`config.mk`:
```
export PLATFORM = sky130hd
export DESIGN_NAME = mbcf_sermul
export DESIGN_NICKNAME = d
export VERILOG_FILES = /design/src/hdl/mbcf_pkg.sv /design/src/hdl/mbcf_sermul.sv
export SDC_FILE = /design/constraint.sdc
export NUM_CORES = 1
export LEC_CHECK = 0
export BUFFER_PORTS_ARGS = -buffer_cell sky130_fd_sc_hd__buf_4
export CAP_MARGIN = 25
export CORE_MARGIN = 10
export CORE_UTILIZATION = 36
export DETAILED_ROUTE_END_ITERATION = 12
export PLACE_DENSITY_LB_ADDON = 0.05
export RECOVER_POWER = 25
export SLEW_MARGIN = 20
export SYNTH_ARGS = -nofsm -noshare
export SYNTH_HDL_FRONTEND = slang
export SYNTH_SLANG_ARGS = --single-unit
```
`constraint.sdc`:
```
create_clock -name clk -period 7.9 [get_ports clk]
set_input_delay 1.58 -clock clk [delete_from_list [all_inputs] [get_ports clk]]
set_output_delay 1.58 -clock clk [all_outputs]
set_load 0.01 [all_outputs]
```
`src/hdl/mbcf_pkg.sv`:
```
// ----------------------------------------------------------------------------
// mbcf_pkg
// Shared types, constants and table builders for the master bus compressor
// and filter.
// ----------------------------------------------------------------------------
package mbcf_pkg;

  // build-time defaults
  localparam int FILTER_KIND_DEF    = 1;
  localparam int LOG_TABLE_BITS_DEF = 8;

  // serial multiplier operand widths
  localparam int MUL_AW = 48;
  localparam int MUL_BW = 25;
  localparam int MUL_LW = 5;

  // register indexes
  localparam logic [2:0] REG_MASTER_GAIN     = 3'd0;
  localparam logic [2:0] REG_ATTACK_COEFF    = 3'd1;
  localparam logic [2:0] REG_RELEASE_COEFF   = 3'd2;
  localparam logic [2:0] REG_THRESHOLD_LEVEL = 3'd3;
  localparam logic [2:0] REG_RATIO_INVERSE   = 3'd4;
  localparam logic [2:0] REG_COEFF_FORWARD   = 3'd5;
  localparam logic [2:0] REG_COEFF_FB1       = 3'd6;
  localparam logic [2:0] REG_COEFF_FB2       = 3'd7;

  localparam int CFG_W = 19;
  localparam int UNITY = 65536;

  // register reset values
  localparam logic [15:0] MASTER_GAIN_RST = 16'd4096;
  localparam logic [16:0] COEFF_ONE_RST   = 17'd65536;
  localparam logic [18:0] THRESHOLD_RST   = 19'd32768;
  localparam logic [17:0] FORWARD_RST     = 18'd65536;

  // sequencer states
  typedef enum logic [4:0] {
    ST_IDLE, ST_GAIN, ST_GAIN_W, ST_ENV, ST_ENV_W, ST_CMP,
    ST_NORM, ST_LG0, ST_LG1, ST_LG_W, ST_SLOPE, ST_SLOPE_W,
    ST_EX0, ST_EX1, ST_EX_W, ST_REL, ST_REL_W, ST_VOL, ST_VOL_W,
    ST_F0, ST_F0_W, ST_F1, ST_F1_W, ST_F2, ST_F2_W, ST_OUT
  } seq_state_t;

  // request to the serial multiplier
  typedef struct packed {
    logic              start;
    logic [MUL_AW-1:0] a;
    logic [MUL_BW-1:0] b;
    logic [MUL_LW-1:0] len;
  } mul_req_t;

  // integer square root, shift and subtract
  function automatic logic [63:0] isqrt64(logic [63:0] n_in);
    logic [63:0] n;
    logic [63:0] r;
    logic [63:0] b;
    n = n_in;
    r = 64'd0;
    b = 64'd1 << 62;
    for (int k = 0; k < 32; k++) begin
      if (b > n) b = b >> 2;
    end
    for (int k = 0; k < 32; k++) begin
      if (b != 64'd0) begin
        if (n >= r + b) begin
          n = n - (r + b);
          r = (r >> 1) + b;
        end else begin
          r = r >> 1;
        end
        b = b >> 2;
      end
    end
    return r;
  endfunction

  // log2(1 + i/2^ltb) in Q0.16 by repeated squaring
  function automatic logic [16:0] lg_entry(int i, int ltb);
    logic [63:0] x;
    logic [63:0] res;
    x = (64'd1 << 30) + (64'(i) << (30 - ltb));
    res = 64'd0;
    if (i >= (1 << ltb)) return 17'(UNITY);
    for (int k = 0; k < 16; k++) begin
      x = (x * x) >> 30;
      res = res << 1;
      if (x >= (64'd1 << 31)) begin
        x = x >> 1;
        res = res | 64'd1;
      end
    end
    return res[16:0];
  endfunction

  // 2^(-i/2^ltb) in Q0.16, rounded
  function automatic logic [16:0] ex_entry(int i, int ltb);
    logic [63:0] root [0:16];
    logic [63:0] f;
    logic [63:0] p;
    logic [63:0] num;
    logic [63:0] q;
    logic [63:0] rm;
    root[0] = 64'd1 << 31;
    for (int k = 1; k <= 16; k++) root[k] = isqrt64(root[k-1] << 30);
    f = 64'(i) << (16 - ltb);
    p = 64'd1 << 30;
    for (int k = 0; k <= 16; k++) begin
      if (((f >> (16 - k)) & 64'd1) != 64'd0)
        p = (p * root[k] + (64'd1 << 29)) >> 30;
    end
    // long division of (2^46 + p/2) by p
    num = (64'd1 << 46) + (p >> 1);
    q = 64'd0;
    rm = 64'd0;
    for (int k = 63; k >= 0; k--) begin
      rm = (rm << 1) | ((num >> k) & 64'd1);
      if (rm >= p) begin
        rm = rm - p;
        q = q | (64'd1 << k);
      end
    end
    return q[16:0];
  endfunction

endpackage

```
`src/hdl/mbcf_sermul.sv`:
```
// ----------------------------------------------------------------------------
// mbcf_sermul
// Bit-serial signed multiplier: one multiplier bit per cycle, the top bit of
// the given length carries negative weight.
// ----------------------------------------------------------------------------
module mbcf_sermul (
  input  logic               clk,
  input  logic               rst,
  input  mbcf_pkg::mul_req_t req,
  output logic               done,
  output logic [mbcf_pkg::MUL_AW-1:0] prod
);

  localparam logic [mbcf_pkg::MUL_LW-1:0] CNT_LAST = 1;

  logic                        busy;
  logic [mbcf_pkg::MUL_LW-1:0] cnt;
  logic signed [mbcf_pkg::MUL_AW-1:0] acc;
  logic signed [mbcf_pkg::MUL_AW-1:0] mc;
  logic signed [mbcf_pkg::MUL_BW-1:0] mp;

  // control
  always_ff @(posedge clk) begin
    if (rst) begin
      busy <= 1'b0;
      done <= 1'b0;
      cnt  <= '0;
    end else if (req.start) begin
      busy <= 1'b1;
      done <= 1'b0;
      cnt  <= req.len;
    end else if (busy) begin
      cnt  <= cnt - 1'b1;
      busy <= (cnt != CNT_LAST);
      done <= (cnt == CNT_LAST);
    end else begin
      done <= 1'b0;
    end
  end

  // shift and add datapath
  always_ff @(posedge clk) begin
    if (req.start) begin
      acc <= '0;
      mc  <= $signed(req.a);
      mp  <= $signed(req.b);
    end else if (busy) begin
      if (mp[0]) begin
        if (cnt == CNT_LAST) acc <= acc - mc;
        else acc <= acc + mc;
      end
      mc <= mc <<< 1;
      mp <= mp >>> 1;
    end
  end

  assign prod = acc;

endmodule

```
### Word-level counts from Yosys, hierarchy flattened

Cells that the tools add are included.

* add/subtract/negate cells: 3
* equal/unequal tests: 2
* muxes and demuxes: 9
* bitwise operators: 1
* reduce and logical (&&, ||, !) cells: 3

Operators with widths (number)
* 48-bit two-way mux: 3
* 48-bit adder: 1
* 48-bit subtractor: 1
* 25-bit two-way mux: 1
* 24-bit two-way mux: 1
* 5-bit two-way mux: 2
* 5-bit by 1-bit == test with 1-bit output, second input constant: 1
* 5-bit by 1-bit inequality test with 1-bit output, second input constant: 1
* 5-bit by 1-bit subtractor with 5-bit output, second input constant: 1
* 3-bit OR reduction: 1
* 1-bit two-way mux: 2
* 2-bit AND reduction: 1
* 2-bit nonzero test: 1
* 1-bit inverter: 1

* register bits: 128
* bits of input ports: 81
* output and inout bits: 49
* word-level logic and storage cells: 25

### Depth between registers and ports, before layout

* word-level depth: 3
* gate-level depth with buffers: 19
* depth with buffers taken out: 18

### Worst setup path after synthesis

OpenSTA, ideal clock, no wires.

* path type: reg-to-reg
* start: register mc[6] (netlist name)
* end: register acc (netlist bit prod[47])
* setup time: 0.123 ns
* arrival time: 4.782 ns
* data required time: 7.777 ns
* slack: 2.994 ns
* stages on the path, launching flop included: 19
* buffers on the path: 1
* clock period less this slack: 4.906 ns
* cells stage by stage: edfxtp_1 or3_4 or3_1 or4_4 or4_4 nor2_8 nand4_4 o21ai_2 xor2_1 ha_1 clkbuf_1 a21oi_1 o21ai_0 a211oi_1 nor3b_1 a21oi_1 a221oi_1 mux2i_1 mux2_1

* cells in the longest elaborated chain, start to end: 2
* elaborated cells between the ends (all ways): 3
* those cells by class: add/sub (2); mux (1)

RTL lines
* from (decl): line mbcf_sermul.sv:19 `logic signed [mbcf_pkg::MUL_AW-1:0] mc;`
* from (signal assigned): line mbcf_sermul.sv:45 `mc <= $signed(req.a);`
* from (signal assigned): line mbcf_sermul.sv:52 `mc <= mc <<< 1;`
* 48-bit adder or 48-bit subtractor (tied branches): line mbcf_sermul.sv:50, mbcf_sermul.sv:49
* 48-bit two-way mux *: line mbcf_sermul.sv:49 `if (cnt == CNT_LAST) acc <= acc - mc;`
* to (signal assigned): line mbcf_sermul.sv:49
* to (signal assigned): line mbcf_sermul.sv:50 `else acc <= acc + mc;`
* to (decl): line mbcf_sermul.sv:18 `logic signed [mbcf_pkg::MUL_AW-1:0] acc;`

Mark *: on every way between the ends. The rest lies on a longest branch, timed or not.
A chain may end at the register's enable or synchronous reset.

### Final worst setup path

* start: register mc[3] (netlist name)
* end: register acc (netlist bit prod[47])

The elaborated chain is that of the path after synthesis.

==> metrics.txt <==
Synth async-reset ratio 0%; period utilization 70.4%; CP max FO 6; most frequent cell after synthesis nand2_1; Yosys top cell area share 24.8%; Ports 130; most used cell, CP nand2_1; Detailed Route WL 26.3 mm; Clock Sinks 128; RSZ-0062 raised after global routing no; post-DR wirelength/cell 18.9 microns; Routed Antenna Nets 0; floorplan row count 57; Global Route Usage Sum 16.8%; CTS root buffer clkbuf_16; slew margin rel. -34.8%; register area share after synthesis 37.2%; Max Cap Viol 3; FF+latch area 3290 sq um; Final Skew 0.0150 ns; first-pass GRT wire length 41.7 mm; syn nets 1081; synthesized cell area 8850 sq um; TritonCTS buffer count 17; crit path DAT 5.87 ns; vias in the first global route 7458; final hold violation count 0; clk_lat worst skew 0.43 ns; Die Wd 177 microns; FILL cells 2401; gr ovfl total 0; placed instance area 10100 sq um; estimated wirelength of the detail-placed design 20.3 mm; Worst Path Required 8.21 ns; die height 177 microns; Post-Syn Area per Cell 9.34 sq um; Core ar. 24200 sq um; hold crit path type register to register; Via density 5.35; area leader, netlist edfxtp_1; Pre-antenna DRT Iters 5; Slowest cell on crit path a2111oi_1; status finished, violations left; post-route cell area 10700 sq um; antenna violations before repair 1; slowest cell delay on critical path 0.78 ns; IO buf count 129; area growth from synthesis to layout 20.9%; Nets 1187; largest net degree at the start of global routing 73; share of cells above drive strength 1 23.6%; post-synthesis register bit count 128; Worst IR Drop VDD 0.000122 V; hold_buf cts 0; area occupied by multi-input gates 5330 sq um; top cells by area, synth edfxtp_1, dfxtp_1, mux2_2; setup_tns 0 ns; CTS Buffer Depth 2; CTS tree built; failing checks capacitance limit, slew limit; CP Capture Type register; post-CTS sizing 0; total number of vias 7439; Mapped Cells 948; static leakage 4.48 nW; DRC 0; max-slew violations 106; Die ar. 31300 sq um; EDFF count, synth 73; H-tree levels 4; Ant. Diodes 0; synth unique cells 66; Setup Buffers After CTS 0; synth warn 0; Commonest cells post-synth nand2_1, a21oi_1, edfxtp_1, mux2_2, nor2_1; RD Place Congestion 0.885; drt first-iter violations 545; Setup crit start kind register; crit path kind register to register; Power Dens Cells 221 nW/um^2; clock slew at reported path FFs 0.07 ns; Period minus WS final 5.56 ns; CP cell instances or4_4 -> nor4_1 -> nand3b_1 -> or3_1 -> nand2_1 -> xor2_1 -> ha_1 -> nand2_1 -> nor2_1 -> nand2_1 -> a2111oi_1 -> o2111ai_1 -> a21oi_1 -> a221oi_1 -> mux2i_1 -> mux2_1; ys flop type edfxtp_1; final setup violation count 0; Fmax 0.180 GHz; Initial Util 36.5%; Least-Margin Pin Slew 2.02 ns
per-stage QoR:
stage	cells	setup slack [ns]	utilization (%)	hold WS [ns]	power, mW
after detailed placement	1358	2.37	41.7	0.475	1.57
final	1391	2.34	44.1	0.485	2.37
after CTS	1390	2.35	44.2	0.488	2.39
after floorplan	948	2.99	-	0.492	1.35
after global placement	1358	2.48	41.7	0.473	1.58
after global routing	1391	1.86	44.1	0.507	2.51
path summary, 6_finish.rpt:
check / cells past startpoint / to / slack [ns] / from
min: 2 / prod[24] / 0.48 / prod[24]
max reg2reg: 16 / prod[47] / 2.34 / mc[3]
min reg2reg: 2 / prod[24] / 0.48 / prod[24]
max: 16 / prod[47] / 2.34 / mc[3]
worst max-delay path: cells and delay by family (launching register included):
family	cells	cell delay, ns
multiplexers	2	0.51
adder cells (fa/ha/maj)	1	0.37
flip-flops	1	0.45
AO/OA/AOI/OAI	4	1.61
XOR/XNOR	1	0.08
AND/OR/NAND/NOR	8	2.41
registers in the layout, summed over array words and instances, names as in the netlist:
signal,count
mc,48
prod,48
mp,25
cnt,5
busy,1
done,1
layout by cell type, fill, tap and decap left out, drive strengths merged, types with 5 or more instances in the layout:
| master | count |
|---|---|
| nand3 | 14 |
| o21bai | 12 |
| nor4b | 5 |
| a21o | 38 |
| a21oi | 98 |
| mux2 | 69 |
| nand2 | 112 |
| nor4 | 5 |
| o31ai | 12 |
| o21a | 10 |
| nor3 | 16 |
| buf | 127 |
| xnor2 | 44 |
| a31oi | 8 |
| or3 | 9 |
| clkbuf | 26 |
| inv | 25 |
| nand3b | 7 |
| o21ai | 43 |
| dfxtp | 55 |
| nor2 | 62 |
| nand4 | 10 |
| a221o | 5 |
| nor2b | 6 |
| edfxtp | 73 |
| ha | 51 |
| a211oi | 9 |
| clkinv | 6 |
| or4 | 10 |
| xor2 | 39 |
| and3 | 7 |
| a221oi | 5 |
power breakdown:
group,internal (mW),switching [mW],total [mW]
clock,0.430,0.380,0.810
sequential,0.784,0.0686,0.852
combinational,0.309,0.399,0.708
kinds of logic after synthesis:
kind of cell,after synthesis,share of synthesized area [%]
flip-flops,128,37.2
multiplexers,70,8.89
AO/OA/AOI/OAI,265,19.2
buffers and inverters,66,2.80
XOR/XNOR,83,8.21
adder cells (fa/ha/maj),52,7.43
AND/OR/NAND/NOR,284,16.2
routing by layer:
metal | global-route usage (%) | part of all wire [%]
met5 | 0 | 0.076
met4 | 5.11 | 1.7
met3 | 4.33 | 6.5
met2 | 25.5 | 44
met1 | 22.8 | 47
area by class of cell:
class / instances / share of cell area, %
inverter: 17 / 0.596
timing repair buffer: 136 / 9.41
clock buffer: 17 / 3.97
sequential: 128 / 30.8
multi-input combinational: 754 / 49.8
tap: 324 / 3.79
clock inverter: 15 / 1.71
Power figures use the tool's default switching activity.
